File: config.mk
export PLATFORM = sky130hd
export DESIGN_NAME = bubble_babble_encoder
export DESIGN_NICKNAME = d
export VERILOG_FILES = /design/src/bbe_pkg.sv /design/src/bubble_babble_encoder.sv /design/src/bbe_encode.sv /design/src/bbe_serial.sv
export SDC_FILE = /design/constraint.sdc
export NUM_CORES = 1
export LEC_CHECK = 0
export BUFFER_PORTS_ARGS = -buffer_cell sky130_fd_sc_hd__buf_2
export CORE_MARGIN = 1
export CORE_UTILIZATION = 69
export DETAILED_ROUTE_END_ITERATION = 8
export GPL_ROUTABILITY_DRIVEN = 0
export PLACE_DENSITY = 0.94
export SLEW_MARGIN = 20
export SYNTH_ARGS = -nofsm -noshare
export SYNTH_HDL_FRONTEND = slang
export SYNTH_SLANG_ARGS = --single-unit
File: constraint.sdc
create_clock -name clk -period 20.7 [get_ports clk]
set_input_delay 2.07 -clock clk [delete_from_list [all_inputs] [get_ports clk]]
set_output_delay 2.07 -clock clk [all_outputs]
set_load 0.01 [all_outputs]
File: src/bbe_pkg.sv
// ----------------------------------------------------------------------------
// bbe_pkg
// Shared types, character constants and small arithmetic helpers for the
// Bubble Babble encoder.
// ----------------------------------------------------------------------------
`default_nettype none

package bbe_pkg;

  // Character slots of one burst, in emit order
  localparam int NSLOT    = 11;
  localparam int SL_LEAD  = 0;   // leading 'x'
  localparam int SL_TUP   = 1;   // three-character tuple (1..3)
  localparam int SL_PAIR  = 4;   // consonant, '-', consonant (4..6)
  localparam int SL_TAIL  = 7;   // even-length tail tuple (7..9)
  localparam int SL_CLOSE = 10;  // closing 'x'

  localparam logic [7:0] CH_X    = 8'h78;  // 'x'
  localparam logic [7:0] CH_DASH = 8'h2d;  // '-'

  localparam logic [5:0] CHECK_INIT = 6'd1;

  typedef logic [NSLOT-1:0]      slot_mask_t;
  typedef logic [NSLOT-1:0][7:0] slot_chars_t;

  typedef struct packed {
    slot_mask_t  mask;
    slot_chars_t chars;
  } burst_t;

  function automatic logic [7:0] vowel(input logic [2:0] idx);
    logic [7:0] ch;
    unique case (idx)
      3'd0:    ch = 8'h61;  // a
      3'd1:    ch = 8'h65;  // e
      3'd2:    ch = 8'h69;  // i
      3'd3:    ch = 8'h6f;  // o
      3'd4:    ch = 8'h75;  // u
      3'd5:    ch = 8'h79;  // y
      default: ch = 8'h61;
    endcase
    return ch;
  endfunction

  function automatic logic [7:0] cons(input logic [3:0] idx);
    logic [7:0] ch;
    unique case (idx)
      4'd0:    ch = 8'h62;  // b
      4'd1:    ch = 8'h63;  // c
      4'd2:    ch = 8'h64;  // d
      4'd3:    ch = 8'h66;  // f
      4'd4:    ch = 8'h67;  // g
      4'd5:    ch = 8'h68;  // h
      4'd6:    ch = 8'h6b;  // k
      4'd7:    ch = 8'h6c;  // l
      4'd8:    ch = 8'h6d;  // m
      4'd9:    ch = 8'h6e;  // n
      4'd10:   ch = 8'h70;  // p
      4'd11:   ch = 8'h72;  // r
      4'd12:   ch = 8'h73;  // s
      4'd13:   ch = 8'h74;  // t
      4'd14:   ch = 8'h76;  // v
      default: ch = 8'h7a;  // z
    endcase
    return ch;
  endfunction

  // c / 6 for c in 0..35: (c * 43) >> 8
  function automatic logic [2:0] div6(input logic [5:0] c);
    logic [11:0] prod;
    prod = 12'(c) * 12'd43;
    return prod[10:8];
  endfunction

  function automatic logic [2:0] mod6(input logic [5:0] c);
    logic [5:0] q6;
    q6 = 6'(div6(c)) * 6'd6;
    return 3'(c - q6);
  endfunction

  // (a + m) mod 6 with a in 0..3 and m in 0..5
  function automatic logic [2:0] addmod6(input logic [1:0] a, input logic [2:0] m);
    logic [3:0] s;
    s = 4'(a) + 4'(m);
    if (s >= 4'd6) s = s - 4'd6;
    return s[2:0];
  endfunction

  // x mod 36 for x below 2216: quotient by reciprocal (1821 / 2^16)
  function automatic logic [5:0] mod36(input logic [11:0] x);
    logic [22:0] prod;
    logic [5:0]  q;
    logic [11:0] q36;
    prod = 23'(x) * 23'd1821;
    q    = prod[21:16];
    q36  = 12'(q) * 12'd36;
    return 6'(x - q36);
  endfunction

  function automatic logic [2:0][7:0] tuple(input logic [7:0] b, input logic [5:0] c);
    logic [2:0][7:0] t;
    t[0] = vowel(addmod6(b[7:6], mod6(c)));
    t[1] = cons(b[5:2]);
    t[2] = vowel(addmod6(b[1:0], div6(c)));
    return t;
  endfunction

endpackage

`default_nettype wire

File: src/bubble_babble_encoder.sv
// ----------------------------------------------------------------------------
// bubble_babble_encoder
// Streams digest bytes in and Bubble Babble ASCII characters out.
// ----------------------------------------------------------------------------
// Each input item is one digest byte with a last-byte flag; each output item
// is one ASCII character, with out_last_char set on the closing 'x' of a
// message. The first byte of a message adds a leading 'x', every second byte
// releases six characters, and the last byte adds the closing tuple and 'x'
// (up to ten characters for one byte). An accepted byte is registered as a
// character burst; the output register then sends one character per cycle
// while out_stall is low, so the output side sets the rate. One burst waits
// behind the one being sent, so the next input byte can be taken while
// characters drain. Each burst passes through the burst register and the
// slot register before its characters reach the output register.
// ----------------------------------------------------------------------------
`default_nettype none

module bubble_babble_encoder (
  input  wire logic       clk,
  input  wire logic       rst_n,
  input  wire logic       in_valid,
  output logic            in_stall,
  input  wire logic [7:0] in_digest_byte,
  input  wire logic       in_last_byte,
  output logic            out_valid,
  input  wire logic       out_stall,
  output logic [7:0]      out_char,
  output logic            out_last_char
);
  import bbe_pkg::*;

  burst_t burst;
  logic   burst_valid;
  logic   burst_take;

  bbe_encode u_encode (
    .clk            (clk),
    .rst_n          (rst_n),
    .in_valid       (in_valid),
    .in_stall       (in_stall),
    .in_digest_byte (in_digest_byte),
    .in_last_byte   (in_last_byte),
    .burst_o        (burst),
    .burst_valid_o  (burst_valid),
    .burst_take_i   (burst_take)
  );

  bbe_serial u_serial (
    .clk           (clk),
    .rst_n         (rst_n),
    .burst_i       (burst),
    .burst_valid_i (burst_valid),
    .burst_take_o  (burst_take),
    .out_valid     (out_valid),
    .out_stall     (out_stall),
    .out_char      (out_char),
    .out_last_char (out_last_char)
  );

endmodule

`default_nettype wire

File: src/bbe_encode.sv
// ----------------------------------------------------------------------------
// bbe_encode
// Takes one byte per item, keeps the message state and registers the
// burst of characters that the item produces.
// ----------------------------------------------------------------------------
`default_nettype none

module bbe_encode (
  input  wire logic          clk,
  input  wire logic          rst_n,
  input  wire logic          in_valid,
  output logic               in_stall,
  input  wire logic [7:0]    in_digest_byte,
  input  wire logic          in_last_byte,
  output bbe_pkg::burst_t    burst_o,
  output logic               burst_valid_o,
  input  wire logic          burst_take_i
);
  import bbe_pkg::*;

  logic [5:0]  check_r, check_nxt;
  logic [7:0]  held_r, held_nxt;
  logic        held_v_r, held_v_nxt;
  logic        mid_r, mid_nxt;
  burst_t      burst_r, burst_nxt;
  logic        burst_valid_r, burst_valid_nxt;

  logic        accept;
  logic [7:0]  tup_byte;
  logic [11:0] sum;
  logic [5:0]  new_c;

  assign in_stall = burst_valid_r && !burst_take_i;
  assign accept   = in_valid && !in_stall;

  always_comb begin
    tup_byte = held_v_r ? held_r : in_digest_byte;
    sum      = 12'(check_r) * 12'd5 + 12'(held_r) * 12'd7 + 12'(in_digest_byte);
    new_c    = mod36(sum);

    burst_nxt.chars[SL_LEAD]              = CH_X;
    burst_nxt.chars[SL_TUP+2:SL_TUP]      = tuple(tup_byte, check_r);
    burst_nxt.chars[SL_PAIR]              = cons(in_digest_byte[7:4]);
    burst_nxt.chars[SL_PAIR+1]            = CH_DASH;
    burst_nxt.chars[SL_PAIR+2]            = cons(in_digest_byte[3:0]);
    burst_nxt.chars[SL_TAIL]              = vowel(mod6(new_c));
    burst_nxt.chars[SL_TAIL+1]            = CH_X;
    burst_nxt.chars[SL_TAIL+2]            = vowel(div6(new_c));
    burst_nxt.chars[SL_CLOSE]             = CH_X;

    burst_nxt.mask                        = '0;
    burst_nxt.mask[SL_LEAD]               = !mid_r;
    burst_nxt.mask[SL_TUP+2:SL_TUP]       = {3{held_v_r || in_last_byte}};
    burst_nxt.mask[SL_PAIR+2:SL_PAIR]     = {3{held_v_r}};
    burst_nxt.mask[SL_TAIL+2:SL_TAIL]     = {3{held_v_r && in_last_byte}};
    burst_nxt.mask[SL_CLOSE]              = in_last_byte;

    check_nxt  = check_r;
    held_nxt   = held_r;
    held_v_nxt = held_v_r;
    mid_nxt    = mid_r;
    if (accept) begin
      if (in_last_byte) begin
        check_nxt  = CHECK_INIT;
        held_v_nxt = 1'b0;
        mid_nxt    = 1'b0;
      end else begin
        mid_nxt = 1'b1;
        if (held_v_r) begin
          check_nxt  = new_c;
          held_v_nxt = 1'b0;
        end else begin
          held_nxt   = in_digest_byte;
          held_v_nxt = 1'b1;
        end
      end
    end

    // items that produce no character leave no burst behind
    if (accept) begin
      burst_valid_nxt = (burst_nxt.mask != '0);
    end else begin
      burst_valid_nxt = burst_valid_r && !burst_take_i;
    end
  end

  always_ff @(posedge clk) begin
    if (!rst_n) begin
      check_r       <= CHECK_INIT;
      held_v_r      <= 1'b0;
      mid_r         <= 1'b0;
      burst_valid_r <= 1'b0;
    end else begin
      check_r       <= check_nxt;
      held_v_r      <= held_v_nxt;
      mid_r         <= mid_nxt;
      burst_valid_r <= burst_valid_nxt;
    end
  end

  always_ff @(posedge clk) begin
    held_r <= held_nxt;
    if (accept) begin
      burst_r <= burst_nxt;
    end
  end

  assign burst_o       = burst_r;
  assign burst_valid_o = burst_valid_r;

endmodule

`default_nettype wire

File: src/bbe_serial.sv
// ----------------------------------------------------------------------------
// bbe_serial
// Walks the enabled slots of a burst, lowest first, and sends one
// character per cycle through the output register while it is not stalled.
// ----------------------------------------------------------------------------
`default_nettype none

module bbe_serial (
  input  wire logic          clk,
  input  wire logic          rst_n,
  input  wire bbe_pkg::burst_t burst_i,
  input  wire logic          burst_valid_i,
  output logic               burst_take_o,
  output logic               out_valid,
  input  wire logic          out_stall,
  output logic [7:0]         out_char,
  output logic               out_last_char
);
  import bbe_pkg::*;

  slot_mask_t  mask_r, mask_nxt;
  slot_chars_t chars_r;
  logic        out_valid_r, out_valid_nxt;
  logic [7:0]  out_char_r;
  logic        out_last_r;

  slot_mask_t  low_bit;
  slot_mask_t  mask_after;
  logic [7:0]  pick;
  logic        out_free;
  logic        advance;

  always_comb begin
    low_bit = mask_r & (~mask_r + slot_mask_t'(1));
    pick    = '0;
    for (int i = 0; i < NSLOT; i++) begin
      pick = pick | (chars_r[i] & {8{low_bit[i]}});
    end

    out_free   = !out_valid_r || !out_stall;
    advance    = (mask_r != '0) && out_free;
    mask_after = advance ? (mask_r & ~low_bit) : mask_r;

    // next burst loads as soon as the current one has been handed out
    burst_take_o = burst_valid_i && (mask_after == '0);
    mask_nxt     = burst_take_o ? burst_i.mask : mask_after;

    out_valid_nxt = out_free ? (mask_r != '0) : out_valid_r;
  end

  always_ff @(posedge clk) begin
    if (!rst_n) begin
      mask_r      <= '0;
      out_valid_r <= 1'b0;
    end else begin
      mask_r      <= mask_nxt;
      out_valid_r <= out_valid_nxt;
    end
  end

  always_ff @(posedge clk) begin
    if (burst_take_o) begin
      chars_r <= burst_i.chars;
    end
    if (advance) begin
      out_char_r <= pick;
      out_last_r <= low_bit[SL_CLOSE];
    end
  end

  assign out_valid     = out_valid_r;
  assign out_char      = out_char_r;
  assign out_last_char = out_last_r;

endmodule

`default_nettype wire

# == Yosys cells after proc, flatten, opt, wreduce, memory -nomap -nowiden ==
# Memory sizes are Yosys's and may differ from the RTL's. A register that Yosys moved wholly into a read port is not among the register bits.
# Cells that the tools add are included.
# op_classes
n_eq_ne,20
bitwise,22
mux,15
mul,8
order_cmp,2
n_reduce_logical,18
div,0
n_addsub,10
shift,0
# op_table
op,count
5-bit one-hot mux with 5 select lines,4
8-bit bitwise AND,7
8-bit bitwise OR,6
3-bit by 2-bit == test with 1-bit output (second input constant),8
3-bit == test (second input constant),8
11-bit bitwise AND,2
12-bit by 11-bit multiplier with 22-bit output (second input constant),1
6-bit by 6-bit multiplier with 11-bit output (second input constant),2
11-bit 2-to-1 mux,2
11-bit inverter,2
11-bit nonzero test,2
8-bit by 7-bit bitwise OR with 8-bit output,2
12-bit by 8-bit adder with 12-bit output,1
9-bit by 11-bit adder with 12-bit output,1
3-bit by 1-bit == test with 1-bit output (second input constant),4
6-bit 2-to-1 mux,2
11-bit by 1-bit adder with 11-bit output (second input constant),1
11-bit zero test,1
8-bit by 3-bit multiplier with 11-bit output (second input constant),1
6-bit by 3-bit multiplier with 9-bit output (second input constant),1
2-bit by 3-bit adder with 4-bit output,2
4-bit by 3-bit greater-or-equal comparator with 1-bit output (second input constant),2
8-bit 2-to-1 mux,1
7-bit by 8-bit bitwise OR with 8-bit output,1
other kinds (14),31
# word_totals
register_bits,161
memories,3
latchBits,0
ram_bits,0
inputBits,13
rom_bits,240
output_inout_bits,11
wordCells,122
# memory_table
memory,depth,width,rd,rd_ports_with_merged_regs,wr,line,text
(name not given),16,5,1,1,0,bbe_pkg.sv:47,unique case (idx)
(name not given),16,5,1,1,0,bbe_pkg.sv:47,
(name not given),16,5,1,1,0,bbe_pkg.sv:47,

# == Depth between registers and ports, before layout ==
# Gate-level depths: netlist of run 1.
# depth
word_depth,14
ltp_mapped,56
mapped_depth_nobuf,56

# == Cells and area by module ==
# A second synthesis of run 1 with hierarchy kept.
# unflattened
cells_unflattened,1122
hier_area_um2,12284.3
# by_module_without_submodules
mod,instances,seq_area_each_um2,cells_per_inst,area_per_inst_um2
bbe_encode,1,1501.4,805,7811.2
bbe_serial,1,3153.0,317,4473.0

# == Worst setup path before layout of run 1 ==
# No wires, ideal clock.
# synth_path
path_type,input to register
start,in in_digest_byte[2]
end,"reg u_encode.burst_r, in the netlist u_encode.burst_o[59] (data pin)"
slack_ns,8.251
cell_stages,48
n_path_buf,0
required_time_ns,20.436
t_arrival_ns,12.185
setup_time_ns,0.264
path_cell_list,fa_1 > inv_1 > fa_1 > nor2b_1 > o2111ai_1 > a31oi_1 > xnor2_1 > inv_1 > fa_1 > inv_1 > ha_1 > inv_1 > fa_1 > inv_1 > fa_1 > inv_1 > fa_1 > inv_1 > (+12 left out) > xnor2_1 > xnor2_1 > ha_1 > ha_1 > inv_1 > fa_1 > inv_1 > ha_1 > nand2_1 > o21ai_0 > a21oi_1 > o21bai_1 > xor2_1 > ha_1 > xnor2_1 > and2_1 > nand2_1 > o21ai_0
# synth_rtl
item,line,text
start: declaration,bubble_babble_encoder.sv:23,"input wire logic [7:0] in_digest_byte,"
end signal: assignment,bbe_encode.sv:104,burst_r <= burst_nxt;
end: declaration,bbe_encode.sv:25,"burst_t burst_r, burst_nxt;"

==> run metrics, run 1 <==
status=completed; grt total ovfl=0; GRT Total Usage=0.2944; CTS max path bufs=2; Antenna Cells=0; largest area contributor in the netlist=edfxtp_1; worst slew pin tran=between 800 and 900 ps; Worst path slowest cell=xnor2_1; Initial Util=0.7071; Setup WS post-layout=6807 ps; Placed Cells=1087; Hold-fix buffers, CTS=0; initial antenna violation count=0; Adder-Cell Fraction of Synth Area=0.3421; Final Skew=between 9 and 10 ps; Reg2Reg Capture Point=u_encode.burst_o[59]; clk slew on worst S/H paths=70 ps; critical path arrival=14060 ps; first-pass GRT wire length=32380 um; Buffers on Ports=22; CTS Root Buffer Type=clkbuf_16; Setup-failing EPs final=0; htree depth=3; CTS tree=built; pin count of the biggest net entering global routing=37; Post-DP HPWL=15220 um; R2R Setup Slk=~6800 ps; CP Data Required Time=20870 ps; syn_area_per_cell=10.28 um^2; Hold Crit Start=u_encode.burst_o[16]; worst hold-check path type=flop to flop; part of the cycle the worst path needs=0.6712; mux contribution to synthesized area=0.01999; top cells by area, synth=edfxtp_1, ha_1, fa_1; Die Y=118.3 um; DRC violation total after the first TritonRoute iteration=504; Post-synth EDFFs=83; vias=6750; crit path launch type=flop; main combinational cell family by area after synthesis=adder cells; Core Region=13190 um^2; max capacitance violation total=0; Cell Area, Synth=9326 um^2; Slew headroom=0.3983; Worst Hold Path Cells=0; Hold Violations, Final=0; Simple-Gate Fraction of Synth Area=0.09123; drt wl/cell=17.51 um; Row Count=42; worst slack at placement=between 6000 and 7000 ps; Slew Limit Fails=0; Max Freq=71.98 MHz; clk sinks=104; vias per cell=6.120; ys async rst share=0; Yosys cell types=74; post-layout minimum cycle time=13890 ps; # DRC=0; Post-CTS Setup Inserts=0; Top FF cell, synth=edfxtp_1; worst-path maximum fanout=5; Reg2Reg Depth=54; DIE AREA=13990 um^2; Compound-Gate Fraction of Synth Area=0.1113; Crit. End Element=flop; Yosys reg bits=104; R2R Path Start=u_encode.held_r[2]; Die Wd=about 120 um; final setup TNS=0 ps; # nets final=1154; crit path kind=flop to flop; Num CTS Buffers=9; drt pass-1 iters=6; sequential cell area fraction in the yosys report=0.3123; synth warn=0; Layout Cells excl Fill=1103; share of cells above drive strength 1=0.06149; Area Growth Syn to Fin=6.399%; Syn Inst Count=907; top cell type's share of synthesized area=0.2672; Worst-Skew Late Latency=340 ps; Hold WS=416.3 ps; CP max stage delay=610 ps; I/O pin count=24; most used cell along the critical path=inv_1; Worst Setup SP=u_encode.held_r[2]; RSZ-0062 raised after global routing=no; filler cell count in the final layout=782; Hold Path End=u_serial.chars_r[16]; xor/xnor share of the synthesized area=0.05071; Post-DRT Antenna Nets=0; vias in the first global route=7007; Post-Syn Nets=1139; post_cts resized=0; routed wire length=19310 um
==> worst max-delay path, delay by kind of cell, from the launching register on <==
family / cells / cell delay, ps
buffers and inverters: 12 / 840
AO/OA/AOI/OAI: 12 / 2230
XOR/XNOR: 6 / 1690
adder cells (fa/ha/maj): 17 / 7250
AND/OR/NAND/NOR: 7 / 1170
flip-flops: 1 / 510
==> worst max path at each step <==
| stage | end | slack, ps |
|---|---|---|
| 6_report | u_encode.burst_o[59] | 6810 |
| 5_1_grt | u_encode.burst_o[59] | 5900 |
| 4_1_cts | u_encode.burst_o[59] | 6920 |
| 3_5_place_dp | u_encode.burst_o[58] | 6840 |
| 3_3_place_gp | u_encode.burst_o[59] | 7510 |
| 2_1_floorplan | u_encode.burst_o[59] | 8250 |
==> sequential cells by signal, summed over array words and instances (netlist names) <==
| register | flops |
|---|---|
| u_serial.out_char | 7 |
| u_serial.mask_r | 11 |
| u_serial.chars_r | 31 |
| u_serial.out_last_char | 1 |
| u_encode.burst_o | 36 |
| u_encode.held_v_r | 1 |
| u_encode.check_r | 6 |
| u_encode.held_r | 8 |
| u_encode.mid_r | 1 |
| u_serial.out_valid | 1 |
| u_encode.burst_valid_o | 1 |
==> cell type report <==
class                           instances  area [um^2]  area share
Clock buffer                           11        264.0     0.02660
Timing Repair Buffer                   24        125.1     0.01261
Inverter                              157        589.3     0.05939
Clock inverter                          5        60.06    0.006052
Sequential cell                       104         2913      0.2935
Tap cell                              176        220.2     0.02219
Multi-Input combinational cell        626         5752      0.5796
==> routing by layer <==
metal,part of all wire,up-vias,wire [um],global-route usage
li1,-,3148,-,-
met1,0.38,3232,7322,0.3249
met2,0.52,280,10120,0.5346
met3,0.044,90,857,0.03909
met4,0.053,0,1017,0.1843
met5,0,-,0,0
==> cell families after synthesis <==
group           after synthesis
mux                          17
other cells                   1
compound gates              159
flops                       104
xor+xnor                     50
buf+inv                     177
fa+ha+maj                   219
simple gates                180
==> per-stage QoR <==
stage | area [um^2] | utilization
after floorplan | 9326 | -
after global placement | 9599 | 0.7278
after detailed placement | 9599 | 0.7278
after CTS | 9923 | 0.7523
after global routing | 9923 | 0.7523
final | 9923 | 0.7523
==> cell usage in the layout, fill, tap and decap left out, types with 8 or more instances in the layout <==
| cell type | instances |
|---|---|
| fa_1 | 60 |
| mux2i_1 | 13 |
| nand2_1 | 56 |
| inv_1 | 156 |
| xnor2_1 | 31 |
| edfxtp_1 | 83 |
| clkbuf_16 | 10 |
| nor2_1 | 56 |
| o21ai_0 | 28 |
| nand3_1 | 8 |
| a211oi_1 | 10 |
| nor3_1 | 13 |
| buf_2 | 22 |
| dfxtp_1 | 21 |
| ha_1 | 159 |
| xor2_1 | 16 |
| a21oi_1 | 52 |
==> synth_stat cells, types with 3 or more instances <==
master    number
a211oi_1      10
a21o_1         7
a21oi_1       52
a222oi_1       3
a22o_1         3
a22oi_1        4
a311oi_1       3
a31oi_1        6
and2_1         5
and3_1         3
clkbuf_1      16
dfxtp_1       21
edfxtp_1      83
fa_1          60
ha_1         159
inv_1        156
mux2_2         3
mux2i_1       13
nand2_1       56
nand2b_1       7
nand3_1        8
nand4_1        5
nor2_1        56
nor2b_1        5
nor3_1        13
nor4_1         3
o21a_1         5
o21ai_0       28
o21bai_1       3
o22ai_1        4
o31ai_1        3
o32ai_1        4
or2_2          4
or3_1          4
xnor2_1       31
xor2_1        16
Power of run 1 is left out: the tool's default activity adds up to more than one toggle a clock period on the data nets, which glitch-free logic cannot reach.
==> run 2: changes to the inputs <==
ABC_AREA = 1   (was default)
CORE_UTILIZATION = 58   (was 69)
PLACE_DENSITY = 0.85   (was 0.94)
clock period = 12 ns   (was 20.7 ns; I/O delays follow)
==> run metrics, run 2 <==
CP max stage delay=560 ps (-50 ps); R2R Setup Slk=120 ps (-6690 ps); R2R Path Start=u_encode.held_r[3]; Cell Area, Synth=9485 um^2 (+1.7%); GRT Total Usage=0.2357 (-0.05879); Area Growth Syn to Fin=14.79%; most used cell along the critical path=fa_1; Crit. End Element=flop; vias per cell=5.337 (-13%); Worst Setup SP=u_encode.held_r[3]; top cells by area, synth=edfxtp_1, ha_1, fa_1; RSZ-0062 raised after global routing=yes; share of cells above drive strength 1=0.1555 (+0.09405); CTS max path bufs=2 (unchanged); status=completed; # DRC=0 (unchanged); Syn Inst Count=1055 (+16%); Worst path slowest cell=fa_1; CTS tree=built; end point of the critical path=u_encode.burst_o[58]; I/O pin count=24 (unchanged); Initial Util=0.5950 (-0.1121); Finished Cell Area=10890 um^2 (+9.7%); DIE AREA=16870 um^2 (+21%); Worst-Skew Late Latency=340 ps (about the same); part of the cycle the worst path needs=0.9899 (+0.3187); drt pass-1 iters=6 (unchanged); # nets final=1365 (+18%); CTS Root Buffer Type=clkbuf_16; pin count of the biggest net entering global routing=38 (+2.7%); Core Region=15940 um^2 (+21%); Die Wd=129.9 um (+9.8%); initial antenna violation count=1 (+1); worst slew pin tran=916.9 ps (+39.45 ps); clk sinks=104 (unchanged); Slew Limit Fails=0 (unchanged); filler cell count in the final layout=1132 (+45%); first-pass GRT wire length=30840 um (-4.8%); most common cell after layout, fill and taps aside=inv_1; CP Data Required Time=12090 ps (-8780 ps); Reg2Reg Depth=59 (+9.3%); vias in the first global route=6854 (-2.2%); number of flip-flops under the largest register name=36 (unchanged); Setup-failing EPs final=0 (unchanged); DP Area=10070 um^2 (+4.9%); Reg area=2913 um^2 (unchanged); multi-input logic area=6025 um^2 (+4.7%); drt wl/cell=14.79 um (-16%); largest area contributor in the netlist=edfxtp_1; Hold Violations, Final=0 (unchanged); syn_area_per_cell=8.991 um^2 (-13%); Post-synth EDFFs=83 (unchanged); htree depth=3 (unchanged); grt total ovfl=0 (unchanged); Post-Syn Nets=1287 (+13%); Yosys cell types=44 (-41%); Max Freq=84.19 MHz (+17%); vias=7232 (+7.1%); crit path kind=flop to flop; Num CTS Buffers=9 (unchanged); final setup TNS=0 ps (unchanged); most frequent cells in the layout=inv_1, nand2_1, ha_1, edfxtp_1, nor2_1; Top FF cell, synth=edfxtp_1; Die Y=129.9 um (+9.8%); count leader, synth=inv_1; critical path arrival=11970 ps (-2090 ps); max capacitance violation total=0 (unchanged); sequential cell area fraction in the yosys report=0.3071 (-0.005232); clk slew on worst S/H paths=70 ps (about the same); post-layout minimum cycle time=11880 ps (-2015 ps); Post-synth top cells=inv_1, nand2_1, ha_1; Hold-fix buffers, CTS=0 (unchanged); synth warn=0 (unchanged); routed wire length=20040 um (+3.7%); Row Count=46 (+9.5%); worst-path maximum fanout=4 (-1); DRC violation total after the first TritonRoute iteration=476 (-5.6%); Final Skew=8.115 ps (-1.183 ps); crit path launch type=flop; Buffers on Ports=22 (unchanged); top cell type's share of synthesized area=0.2628 (-0.004477); Yosys reg bits=104 (unchanged); Reg2Reg Capture Point=u_encode.burst_o[58]; worst hold-check path type=flop to flop; Post-DRT Antenna Nets=0 (unchanged); Slew headroom=0.3873 (-0.01102); Post-DP HPWL=15240 um (+0.10%); ys async rst share=0 (unchanged)
run 2: worst max-delay path, delay by kind of cell (launching register included):
| family | cells | cell delay, ps |
|---|---|---|
| compound gates | 8 | 970 |
| xor+xnor | 4 | 810 |
| fa+ha+maj | 16 | 6940 |
| buf+inv | 13 | 900 |
| flops | 1 | 420 |
| simple gates | 18 | 1580 |
run 2: kinds of logic after synthesis:
kind of cell / count (synthesis) / synth area share
adders and majority gates: 219 / 0.3364
other: 1 / 0.0003953
xor gates and xnor gates: 33 / 0.03047
buffers and inverters: 244 / 0.09735
and+or+nand+nor: 341 / 0.1592
AOI/OAI and AO/OA: 113 / 0.06912
DFF: 104 / 0.3071
run 2: layout make-up:
class                      count  area share
sequential                   104      0.2675
antenna                        1   0.0002298
clock buffer                  10     0.02103
timing repair buffer          72     0.04493
clock inverter                 6    0.005516
inverter                     239     0.08263
tap                          216     0.02482
multi-input combinational    707      0.5533
run 2: what timing repair did:
item / 4_1_cts / 5_1_grt
cloned: 0 / 0
buffers inserted: 12 / 8
pin swaps: 21 / 62
resized for setup: 24 / 56
setup endpoints to repair: 7 / 8
run 2: metrics by stage:
stage                     setup slack (ps)  hold slack, ps  cells  utilization
after floorplan                      82.12           400.3   1055            -
after global placement               75.81           402.1   1318       0.6315
after detailed placement            -450.3           404.5   1318       0.6315
after CTS                            12.53           414.8   1346       0.6621
after global routing                -390.3           423.0   1355       0.6829
final                                121.6           413.3   1355       0.6829
run 2: worst min path at each step:
stage,startpoint,end,slack [ps],cells after the start
3_5_place_dp,u_encode.burst_o[10],u_serial.chars_r[10],400,0
5_1_grt,u_encode.burst_o[74],u_serial.chars_r[74],420,0
3_3_place_gp,u_encode.burst_o[57],u_serial.chars_r[57],400,0
6_report,u_encode.burst_o[76],u_serial.chars_r[76],410,0
2_1_floorplan,u_encode.burst_o[10],u_serial.chars_r[10],400,0
4_1_cts,u_encode.burst_o[76],u_serial.chars_r[76],410,0
run 2: routing by layer:
metal / global-route usage / wire [um]
met1: 0.2826 / 8231
met2: 0.4328 / 10330
met3: 0.02829 / 810
met4: 0.08755 / 660
met5: 0 / 0
Power of run 2 is left out for the same reason.
